File: config.mk
export PLATFORM = sky130hd
export DESIGN_NAME = servo_move_queue_stepper
export DESIGN_NICKNAME = d
export VERILOG_FILES = /design/src/sv/smqs_pkg.sv /design/src/sv/smqs_front.sv /design/src/sv/smqs_cmd_fifo.sv /design/src/sv/smqs_back.sv /design/src/sv/servo_move_queue_stepper.sv
export SDC_FILE = /design/constraint.sdc
export NUM_CORES = 1
export LEC_CHECK = 0
export BUFFER_PORTS_ARGS = -buffer_cell sky130_fd_sc_hd__buf_2
export CORE_MARGIN = 10
export CORE_UTILIZATION = 56
export CTS_CLUSTER_SIZE = 30
export DETAILED_ROUTE_END_ITERATION = 6
export GPL_ROUTABILITY_DRIVEN = 0
export PLACE_DENSITY = 0.74
export REMOVE_ABC_BUFFERS = 1
export SLEW_MARGIN = 5
export SYNTH_ARGS = -nofsm -noshare
export SYNTH_HDL_FRONTEND = slang
export SYNTH_SLANG_ARGS = --single-unit
File: constraint.sdc
create_clock -name clk -period 3.8 [get_ports clk]
set_clock_uncertainty 0.2 [all_clocks]
set_input_delay 0.95 -clock clk [delete_from_list [all_inputs] [get_ports clk]]
set_output_delay 0.95 -clock clk [all_outputs]
set_load 0.01 [all_outputs]
File: src/sv/smqs_pkg.sv
package smqs_pkg;

    // Request codes carried in the input tuser field.
    localparam logic [3:0] REQ_TICK       = 4'd0;
    localparam logic [3:0] REQ_MOVE_LIFT  = 4'd1;
    localparam logic [3:0] REQ_MOVE_CLAMP = 4'd2;
    localparam logic [3:0] REQ_LOAD       = 4'd3;
    localparam logic [3:0] REQ_UNLOAD     = 4'd4;
    localparam logic [3:0] REQ_STACK      = 4'd5;
    localparam logic [3:0] REQ_OPEN_WIDE  = 4'd6;
    localparam logic [3:0] REQ_PAUSE      = 4'd7;
    localparam logic [3:0] REQ_UNPAUSE    = 4'd8;
    localparam logic [3:0] REQ_CLEAR      = 4'd9;

    // Command kinds handed from the front end to the back end.
    localparam logic [2:0] KIND_TICK    = 3'd0;
    localparam logic [2:0] KIND_ENQ     = 3'd1;
    localparam logic [2:0] KIND_PAUSE   = 3'd2;
    localparam logic [2:0] KIND_UNPAUSE = 3'd3;
    localparam logic [2:0] KIND_CLEAR   = 3'd4;
    localparam logic [2:0] KIND_NOP     = 3'd5;

    // Configuration register indexes.
    localparam logic [2:0] CFG_UP_POS        = 3'd0;
    localparam logic [2:0] CFG_DOWN_POS      = 3'd1;
    localparam logic [2:0] CFG_OPEN_POS      = 3'd2;
    localparam logic [2:0] CFG_CLOSE_POS     = 3'd3;
    localparam logic [2:0] CFG_MIRROR_OFFSET = 3'd4;

    localparam logic [7:0] UP_POS_RST    = 8'd150;
    localparam logic [7:0] DOWN_POS_RST  = 8'd30;
    localparam logic [7:0] OPEN_POS_RST  = 8'd60;
    localparam logic [7:0] CLOSE_POS_RST = 8'd120;

    localparam logic [10:0] MIRROR_BASE = 11'd300;

    localparam logic AXIS_LIFT  = 1'b0;
    localparam logic AXIS_CLAMP = 1'b1;

    localparam int MAX_MOVES = 4;

    typedef struct packed {
        logic [7:0] up_pos;
        logic [7:0] down_pos;
        logic [7:0] open_pos;
        logic [7:0] close_pos;
        logic [7:0] mirror_offset;
    } cfg_t;

    typedef struct packed {
        logic       axis;
        logic [7:0] target;
    } move_t;

    typedef struct packed {
        logic [2:0]                 kind;
        logic [2:0]                 nmoves;
        move_t [MAX_MOVES-1:0]      moves;
    } cmd_t;

endpackage

File: src/sv/smqs_front.sv
module smqs_front
    import smqs_pkg::*;
(
    input  logic       s_axis_tvalid,
    output logic       s_axis_tready,
    input  logic [7:0] s_axis_tdata,   // target_pos
    input  logic [3:0] s_axis_tuser,   // req_type
    input  cfg_t       cfg,
    input  logic       fifo_full,
    output logic       push,
    output cmd_t       cmd
);

    logic [7:0] close_m1;

    assign s_axis_tready = !fifo_full;
    assign push          = s_axis_tvalid && !fifo_full;

    // Stacking with the closed position at zero saturates instead of wrapping.
    assign close_m1 = (cfg.close_pos != 8'd0) ? cfg.close_pos - 8'd1 : 8'd0;

    always_comb
    begin
        cmd        = '0;
        cmd.kind   = KIND_NOP;
        unique case (s_axis_tuser)
            REQ_TICK:
            begin
                cmd.kind = KIND_TICK;
            end
            REQ_MOVE_LIFT:
            begin
                cmd.kind     = KIND_ENQ;
                cmd.nmoves   = 3'd1;
                cmd.moves[0] = '{axis: AXIS_LIFT, target: s_axis_tdata};
            end
            REQ_MOVE_CLAMP:
            begin
                cmd.kind     = KIND_ENQ;
                cmd.nmoves   = 3'd1;
                cmd.moves[0] = '{axis: AXIS_CLAMP, target: s_axis_tdata};
            end
            REQ_LOAD:
            begin
                cmd.kind     = KIND_ENQ;
                cmd.nmoves   = 3'd3;
                cmd.moves[0] = '{axis: AXIS_LIFT, target: cfg.down_pos};
                cmd.moves[1] = '{axis: AXIS_CLAMP, target: cfg.close_pos};
                cmd.moves[2] = '{axis: AXIS_LIFT, target: cfg.up_pos};
            end
            REQ_UNLOAD:
            begin
                cmd.kind     = KIND_ENQ;
                cmd.nmoves   = 3'd3;
                cmd.moves[0] = '{axis: AXIS_LIFT, target: cfg.down_pos};
                cmd.moves[1] = '{axis: AXIS_CLAMP, target: cfg.open_pos};
                cmd.moves[2] = '{axis: AXIS_LIFT, target: cfg.up_pos};
            end
            REQ_STACK:
            begin
                cmd.kind     = KIND_ENQ;
                cmd.nmoves   = 3'd4;
                cmd.moves[0] = '{axis: AXIS_LIFT, target: cfg.down_pos};
                cmd.moves[1] = '{axis: AXIS_CLAMP, target: close_m1};
                cmd.moves[2] = '{axis: AXIS_CLAMP, target: cfg.close_pos};
                cmd.moves[3] = '{axis: AXIS_LIFT, target: cfg.up_pos};
            end
            REQ_OPEN_WIDE:
            begin
                cmd.kind     = KIND_ENQ;
                cmd.nmoves   = 3'd2;
                cmd.moves[0] = '{axis: AXIS_LIFT, target: cfg.up_pos};
                cmd.moves[1] = '{axis: AXIS_CLAMP, target: cfg.open_pos};
            end
            REQ_PAUSE:
            begin
                cmd.kind = KIND_PAUSE;
            end
            REQ_UNPAUSE:
            begin
                cmd.kind = KIND_UNPAUSE;
            end
            REQ_CLEAR:
            begin
                cmd.kind = KIND_CLEAR;
            end
            default:
            begin
                cmd.kind = KIND_NOP;
            end
        endcase
    end

endmodule

File: src/sv/smqs_cmd_fifo.sv
module smqs_cmd_fifo
    import smqs_pkg::*;
(
    input  logic clk,
    input  logic rst_n,
    input  logic push,
    input  cmd_t push_cmd,
    output logic full,
    input  logic pop,
    output logic pop_valid,
    output cmd_t pop_cmd
);

    cmd_t       slot_reg [2];
    logic       wr_ptr_reg;
    logic       wr_ptr_next;
    logic       rd_ptr_reg;
    logic       rd_ptr_next;
    logic [1:0] cnt_reg;
    logic [1:0] cnt_next;
    logic       do_push;
    logic       do_pop;

    assign full      = (cnt_reg == 2'd2);
    assign pop_valid = (cnt_reg != 2'd0);
    assign pop_cmd   = slot_reg[rd_ptr_reg];
    assign do_push   = push && !full;
    assign do_pop    = pop && pop_valid;

    always_comb
    begin
        wr_ptr_next = do_push ? !wr_ptr_reg : wr_ptr_reg;
        rd_ptr_next = do_pop ? !rd_ptr_reg : rd_ptr_reg;
        cnt_next    = cnt_reg + {1'b0, do_push} - {1'b0, do_pop};
    end

    always_ff @(posedge clk or negedge rst_n)
    begin
        if (!rst_n)
        begin
            wr_ptr_reg <= 1'b0;
            rd_ptr_reg <= 1'b0;
            cnt_reg    <= 2'd0;
        end
        else
        begin
            wr_ptr_reg <= wr_ptr_next;
            rd_ptr_reg <= rd_ptr_next;
            cnt_reg    <= cnt_next;
        end
    end

    always_ff @(posedge clk)
    begin
        if (do_push)
        begin
            slot_reg[wr_ptr_reg] <= push_cmd;
        end
    end

endmodule

File: src/sv/smqs_back.sv
module smqs_back
    import smqs_pkg::*;
#(
    parameter int QUEUE_DEPTH = 16
)
(
    input  logic        clk,
    input  logic        rst_n,
    input  logic        cmd_valid,
    input  cmd_t        cmd,
    output logic        cmd_pop,
    input  logic [7:0]  mirror_offset,
    output logic        m_axis_tvalid,
    input  logic        m_axis_tready,
    output logic [31:0] m_axis_tdata
);

    localparam int AW = $clog2(QUEUE_DEPTH);
    localparam int CW = $clog2(QUEUE_DEPTH + 1);
    localparam int SW = CW + 1;

    localparam logic [1:0] S_IDLE = 2'd0;
    localparam logic [1:0] S_ENQ  = 2'd1;
    localparam logic [1:0] S_RD   = 2'd2;
    localparam logic [1:0] S_RES  = 2'd3;

    logic [1:0]    state_reg;
    logic [1:0]    state_next;
    cmd_t          cmd_reg;
    cmd_t          cmd_next;
    logic [1:0]    idx_reg;
    logic [1:0]    idx_next;
    logic [AW-1:0] head_reg;
    logic [AW-1:0] head_next;
    logic [CW-1:0] count_reg;
    logic [CW-1:0] count_next;
    logic [7:0]    lift_reg;
    logic [7:0]    lift_next;
    logic [7:0]    clamp_reg;
    logic [7:0]    clamp_next;
    logic          paused_reg;
    logic          paused_next;
    logic          done_reg;
    logic          done_next;
    logic          drop_reg;
    logic          drop_next;
    logic          out_valid_reg;
    logic          out_valid_next;
    logic [31:0]   out_data_reg;
    logic [31:0]   out_data_next;

    logic [8:0]    mem [QUEUE_DEPTH];
    logic [8:0]    rdata_reg;
    logic          rd_en;
    logic          wr_en;
    logic [8:0]    wr_data;
    logic [AW-1:0] wr_addr;
    logic [SW-1:0] tail_sum;
    logic [SW-1:0] tail_wrap;

    move_t         mv;
    logic [7:0]    cur_pos;
    logic [7:0]    step_pos;
    logic [7:0]    step_new;
    logic [7:0]    step_tgt;
    logic          last_move;
    logic [10:0]   left_wide;

    assign m_axis_tvalid = out_valid_reg;
    assign m_axis_tdata  = out_data_reg;

    // Tail slot: head plus count, wrapped once since the sum stays below twice the depth.
    assign tail_sum  = SW'(head_reg) + SW'(count_reg);
    assign tail_wrap = (tail_sum >= SW'(QUEUE_DEPTH)) ? tail_sum - SW'(QUEUE_DEPTH) : tail_sum;
    assign wr_addr   = tail_wrap[AW-1:0];

    assign mv        = cmd_reg.moves[idx_reg];
    assign cur_pos   = (mv.axis == AXIS_CLAMP) ? clamp_reg : lift_reg;
    assign wr_data   = {mv.axis, mv.target};
    assign last_move = ({1'b0, idx_reg} == cmd_reg.nmoves - 3'd1);

    assign step_tgt  = rdata_reg[7:0];
    assign step_pos  = rdata_reg[8] ? clamp_reg : lift_reg;
    assign step_new  = (step_pos < step_tgt) ? step_pos + 8'd1 :
                       (step_pos > step_tgt) ? step_pos - 8'd1 : step_pos;

    assign left_wide = MIRROR_BASE - {3'b000, clamp_reg}
                       + {{3{mirror_offset[7]}}, mirror_offset};

    always_comb
    begin
        state_next     = state_reg;
        cmd_next       = cmd_reg;
        idx_next       = idx_reg;
        head_next      = head_reg;
        count_next     = count_reg;
        lift_next      = lift_reg;
        clamp_next     = clamp_reg;
        paused_next    = paused_reg;
        done_next      = done_reg;
        drop_next      = drop_reg;
        out_valid_next = out_valid_reg && !m_axis_tready;
        out_data_next  = out_data_reg;
        cmd_pop        = 1'b0;
        rd_en          = 1'b0;
        wr_en          = 1'b0;

        unique case (state_reg)
            S_IDLE:
            begin
                if (cmd_valid)
                begin
                    cmd_pop   = 1'b1;
                    cmd_next  = cmd;
                    idx_next  = 2'd0;
                    done_next = 1'b0;
                    drop_next = 1'b0;
                    state_next = S_RES;
                    unique case (cmd.kind)
                        KIND_TICK:
                        begin
                            if (count_reg != '0 && !paused_reg)
                            begin
                                rd_en      = 1'b1;
                                state_next = S_RD;
                            end
                        end
                        KIND_ENQ:
                        begin
                            state_next = S_ENQ;
                        end
                        KIND_PAUSE:
                        begin
                            paused_next = 1'b1;
                        end
                        KIND_UNPAUSE:
                        begin
                            paused_next = 1'b0;
                        end
                        KIND_CLEAR:
                        begin
                            count_next = '0;
                        end
                        default:
                        begin
                            state_next = S_RES;
                        end
                    endcase
                end
            end
            S_ENQ:
            begin
                // Moves whose axis already sits at the target are skipped.
                if (mv.target != cur_pos)
                begin
                    if (count_reg == CW'(QUEUE_DEPTH))
                    begin
                        drop_next = 1'b1;
                    end
                    else
                    begin
                        wr_en      = 1'b1;
                        count_next = count_reg + CW'(1);
                    end
                end
                if (last_move)
                begin
                    state_next = S_RES;
                end
                else
                begin
                    idx_next = idx_reg + 2'd1;
                end
            end
            S_RD:
            begin
                if (rdata_reg[8] == AXIS_CLAMP)
                begin
                    clamp_next = step_new;
                end
                else
                begin
                    lift_next = step_new;
                end
                if (step_new == step_tgt)
                begin
                    head_next  = (head_reg == AW'(QUEUE_DEPTH - 1)) ? '0 : head_reg + AW'(1);
                    count_next = count_reg - CW'(1);
                    done_next  = 1'b1;
                end
                state_next = S_RES;
            end
            S_RES:
            begin
                if (!out_valid_reg || m_axis_tready)
                begin
                    out_valid_next = 1'b1;
                    out_data_next  = {3'b000, drop_reg, done_reg, (count_reg != '0),
                                      left_wide[9:0], clamp_reg, lift_reg};
                    state_next     = S_IDLE;
                end
            end
            default:
            begin
                state_next = S_IDLE;
            end
        endcase
    end

    always_ff @(posedge clk or negedge rst_n)
    begin
        if (!rst_n)
        begin
            state_reg     <= S_IDLE;
            idx_reg       <= 2'd0;
            head_reg      <= '0;
            count_reg     <= '0;
            lift_reg      <= UP_POS_RST;
            clamp_reg     <= CLOSE_POS_RST;
            paused_reg    <= 1'b0;
            done_reg      <= 1'b0;
            drop_reg      <= 1'b0;
            out_valid_reg <= 1'b0;
        end
        else
        begin
            state_reg     <= state_next;
            idx_reg       <= idx_next;
            head_reg      <= head_next;
            count_reg     <= count_next;
            lift_reg      <= lift_next;
            clamp_reg     <= clamp_next;
            paused_reg    <= paused_next;
            done_reg      <= done_next;
            drop_reg      <= drop_next;
            out_valid_reg <= out_valid_next;
        end
    end

    always_ff @(posedge clk)
    begin
        cmd_reg      <= cmd_next;
        out_data_reg <= out_data_next;
    end

    always_ff @(posedge clk)
    begin
        if (wr_en)
        begin
            mem[wr_addr] <= wr_data;
        end
        if (rd_en)
        begin
            rdata_reg <= mem[head_reg];
        end
    end

endmodule

File: src/sv/servo_move_queue_stepper.sv
// Claw servo move queue. Each input transaction is a request (tick, single move, load, unload,
// stack, open wide, pause, unpause or clear) and yields exactly one output transaction that
// reports the lift and right clamp positions, the mirrored left clamp command, whether moves
// are queued, whether this tick finished the head move, and whether a full queue dropped a
// move. Requests are decoded and buffered in a two-entry command queue, so the input side keeps
// accepting while a result waits, until both entries fill. The executing side handles one
// request at a time: a tick that steps the head move passes a read state, as the head entry
// comes from the move memory's registered read port; a tick with nothing to do, pause,
// unpause, clear and unknown codes go straight to the result state; a request adding moves
// queues them in the enqueue state. Configuration writes do not move the current positions.
module servo_move_queue_stepper
    import smqs_pkg::*;
#(
    parameter int QUEUE_DEPTH = 16
)
(
    input  logic        clk,
    input  logic        rst_n,
    input  logic        cfg_we,
    input  logic [2:0]  cfg_addr,
    input  logic [7:0]  cfg_wdata,
    input  logic        s_axis_tvalid,
    output logic        s_axis_tready,
    input  logic [7:0]  s_axis_tdata,   // target_pos
    input  logic [3:0]  s_axis_tuser,   // req_type
    output logic        m_axis_tvalid,
    input  logic        m_axis_tready,
    // lift_pos[7:0], right_clamp_pos[15:8], left_clamp_cmd[25:16], busy_res[26],
    // move_done[27], dropped[28], zero fill[31:29]
    output logic [31:0] m_axis_tdata
);

    cfg_t cfg_reg;
    cfg_t cfg_next;
    logic fifo_full;
    logic push;
    cmd_t push_cmd;
    logic pop;
    logic pop_valid;
    cmd_t pop_cmd;

    always_comb
    begin
        cfg_next = cfg_reg;
        if (cfg_we)
        begin
            unique case (cfg_addr)
                CFG_UP_POS:        cfg_next.up_pos        = cfg_wdata;
                CFG_DOWN_POS:      cfg_next.down_pos      = cfg_wdata;
                CFG_OPEN_POS:      cfg_next.open_pos      = cfg_wdata;
                CFG_CLOSE_POS:     cfg_next.close_pos     = cfg_wdata;
                CFG_MIRROR_OFFSET: cfg_next.mirror_offset = cfg_wdata;
                default:           cfg_next = cfg_reg;
            endcase
        end
    end

    always_ff @(posedge clk or negedge rst_n)
    begin
        if (!rst_n)
        begin
            cfg_reg.up_pos        <= UP_POS_RST;
            cfg_reg.down_pos      <= DOWN_POS_RST;
            cfg_reg.open_pos      <= OPEN_POS_RST;
            cfg_reg.close_pos     <= CLOSE_POS_RST;
            cfg_reg.mirror_offset <= 8'd0;
        end
        else
        begin
            cfg_reg <= cfg_next;
        end
    end

    smqs_front u_front (
        .s_axis_tvalid (s_axis_tvalid),
        .s_axis_tready (s_axis_tready),
        .s_axis_tdata  (s_axis_tdata),
        .s_axis_tuser  (s_axis_tuser),
        .cfg           (cfg_reg),
        .fifo_full     (fifo_full),
        .push          (push),
        .cmd           (push_cmd)
    );

    smqs_cmd_fifo u_cmd_fifo (
        .clk       (clk),
        .rst_n     (rst_n),
        .push      (push),
        .push_cmd  (push_cmd),
        .full      (fifo_full),
        .pop       (pop),
        .pop_valid (pop_valid),
        .pop_cmd   (pop_cmd)
    );

    smqs_back #(
        .QUEUE_DEPTH (QUEUE_DEPTH)
    ) u_back (
        .clk           (clk),
        .rst_n         (rst_n),
        .cmd_valid     (pop_valid),
        .cmd           (pop_cmd),
        .cmd_pop       (pop),
        .mirror_offset (cfg_reg.mirror_offset),
        .m_axis_tvalid (m_axis_tvalid),
        .m_axis_tready (m_axis_tready),
        .m_axis_tdata  (m_axis_tdata)
    );

endmodule

==> reports/metrics.cfg <==
[timing]
hold_violations=0
min_period_over_period_pct=103
setup_viol_count_final=8
final.setup.worst_slack_ps=-109
final.min_clock_period_ps=3910
drv_slew=0
fin_tns_setup_ps=-455
fmax_ghz=0.256
rsz0062_at_grt=true
worstMarginPinSlew_ps=938
relSlewSlack_pct=37.2

[routing]
via_count=10036
firstDrtPassIters=7
drtAntennaViolNets=0
drt-initial-drc-count=1358
drc=8
wl_per_cell_um=23.2
avgViaCountPerCell=6.15
drt-total-wl_mm=37.8

[critical_path]
worst-r2r-setup-slack_ps=-110
crit_arrival_ps=4130
r2r-start=u_back.rdata_reg[8]
critPathLaunchType=register
crit_family=simple AND/OR/NAND/NOR gates
path_buf_inv=4
crit_path_max_fanout=7
slowest_stage=edfxtp_1
cp.required_ps=4020
path_depth=15
rr_endpoint=u_back.count_reg[0]
startpoint=u_back.rdata_reg[8]
slowest_delay_ps=450
crit_chain=buf_12 > mux2i_4 > inv_1 > ha_4 > a21oi_2 > a21boi_4 > buf_6 > nand3_1 > nor3_2 > or3_4 > o311ai_4 > nor4_4 > buf_4 > o21bai_4 > mux2_4
crit_path_end=u_back.count_reg[0]
endpoint_kind=register
worstSetupPathType=register to register
worst_r2r_path_depth=15

[place]
hpwl_mm=24.3
portBuffers=58
pre_cts_slack_ps=-56.7
placed_cell_area_um2=17900
placedCellCount=1540

[final_layout]
fin_nets=1284
largest_reg_flops=144
drive_gt1_share_pct=34.0
syn2layout_area_growth_pct=18.2
fin_area_um2=19800
diodes=0
utilization_pct=66.9
final_cells=1631

[worst_hold_path]
hp-class=input pin to asynchronous set/reset pin

[floorplan]
die_width_um=193
num_io_pins=62
die_area_um2=37200
placementRows=63
die_y_um=193
core_um2=29600
start_util_pct=56.6

[synthesis]
synth.area.mux_share_pct=13.8
synthAdderAreaFrac_pct=3.50
synthXorXnorAreaFrac_pct=2.62
synthArstFlopShare_pct=20.3
yosys.area_share.simple_pct=6.14
synth.distinct_cells=70
synth-edff-count=302
synth_seq_area_share_pct=65.9
ys_seq_elements=379
yosysWarningCount=0
synth_area_um2=16700
synthCells=1062
synth_area_per_cell_um2=15.8
ys.flop_type=edfxtp_1
synth_compound_area_share_pct=5.65
synth_top_family_by_area=multiplexers

[status]
violations=DRC, setup timing
outcome=complete, but fails checks

[clocking]
cts_tree=done
htreeDepth=2
clk_pin_slew_ps=60
cts_root_buf=clkbuf_16
clk_latency_ps=540
clk_path_buf_depth=3
cts.sinks=379
cts_buffers=39

[power_and_ir_drop]
vdd_drop_max_uv=421
p_per_area_nw_per_um2=776
p_leak_nw=7.25

[global_route]
grt_first_pass_wirelength_mm=56.7
antenna_found_initial=0
track_usage_pct=19.8
grt_pass1_vias=9980
gr-total-overflow=0
grt_max_degree=45

[job]
maxCapViolCount=0

==> cells in the mapped netlist (all sizes together), types with 5 or more instances <==
library cell	number	area, um2
edfxtp	302	9070
mux2	83	935
inv	62	233
dfrtp	53	1330
mux4	53	1190
nand2	51	191
xnor2	43	377
ha	42	526
nor2	38	143
o21ai	29	145
a21oi	28	140
dfstp	24	631
buf	19	91.3
clkbuf	19	71.3
mux2i	18	180
nor3	17	85.1
nand3	15	75.1
and2	14	87.6
a21o	9	67.6
a222oi	9	90.1
nand2b	9	56.3
a22o	8	70.1
o21bai	7	56.3
xor2	7	61.3
a31oi	6	37.5
nand4	6	37.5
nor2b	6	37.5
nor4	6	52.6
or2	6	37.5
a22oi	5	37.5
nand4b	5	43.8
o211ai	5	37.5
==> repair_timing <==
action	in CTS	in global routing
setup buffers	3	15
resized for setup	4	73
setup endpoints to repair	5	75
hold buffers	0	0
pin swaps	2	17
gates cloned	0	2
==> stage by stage <==
| step | total power, mW | hold WS, ps |
|---|---|---|
| 3_5_place_dp | 11.1 | 296 |
| 4_1_cts | 15.0 | 230 |
| 6_report | 15.3 | 219 |
| 2_1_floorplan | 9.36 | 248 |
| 5_1_grt | 16.1 | 243 |
| 3_3_place_gp | 11.0 | 280 |
==> worst min-delay path by stage <==
stage | end | slack (ps) | cells past startpoint | start
after global routing | cfg_reg[32] | 240 | 1 | rst_n
final | cfg_reg[22] | 220 | 1 | rst_n
after CTS | cfg_reg[32] | 230 | 1 | rst_n
after floorplan | u_back.m_axis_tdata[27] | 250 | 0 | u_back.done_reg
after global placement | u_back.paused_reg | 280 | 2 | u_back.paused_reg
after detailed placement | cfg_reg[23] | 300 | 1 | cfg_reg[23]
==> power breakdown <==
part | leakage (nW) | switching (mW) | internal [mW] | total, mW
clock | 0.628 | 1.55 | 2.26 | 3.81
combinational | 2.93 | 2.91 | 2.20 | 5.11
sequential | 3.70 | 0.427 | 6.00 | 6.42
==> layout by cell type (no fill, tap or decap), drive strengths merged, types with 7 or more instances in the layout <==
cell / Yosys / layout
a21o: 9 / 9
a21oi: 28 / 28
a222oi: 9 / 9
a22o: 8 / 8
and2: 14 / 14
buf: 19 / 143
clkbuf: 19 / 58
clkinv: 0 / 9
dfrtp: 53 / 53
dfstp: 24 / 24
edfxtp: 302 / 302
ha: 42 / 42
inv: 62 / 63
mux2: 83 / 83
mux2i: 18 / 18
mux4: 53 / 53
nand2: 51 / 51
nand2b: 9 / 9
nand3: 15 / 15
nor2: 38 / 38
nor3: 17 / 17
o21ai: 29 / 29
o21bai: 7 / 7
xnor2: 43 / 43
xor2: 7 / 7
==> kinds of logic (layout without fill, tap and decap cells) <==
family,count (synthesis),in the layout
xor gates and xnor gates,50,50
AOI/OAI and AO/OA,137,137
and+or+nand+nor,196,196
other,1,3
buffers and inverters,100,277
DFF,379,379
muxes,154,154
adders and majority gates,45,45
==> routing by layer <==
metal	up-vias	global-route usage (%)	part of all wire, %
li1	4395	-	-
met1	4968	27.0	41
met2	539	31.9	48
met3	134	3.02	7.3
met4	0	6.62	3.7
met5	-	0	0
==> final cells by class <==
type | count | area [um2]
Clock buffer | 57 | 1160
Clock inverter | 14 | 145
Fill cell | 2004 | 9780
Inverter | 62 | 233
Multi-Input combinational cell | 585 | 5700
Sequential cell | 379 | 11000
Tap cell | 390 | 488
Timing Repair Buffer | 144 | 1030
Note: power is estimated with default switching activity, not from simulation.
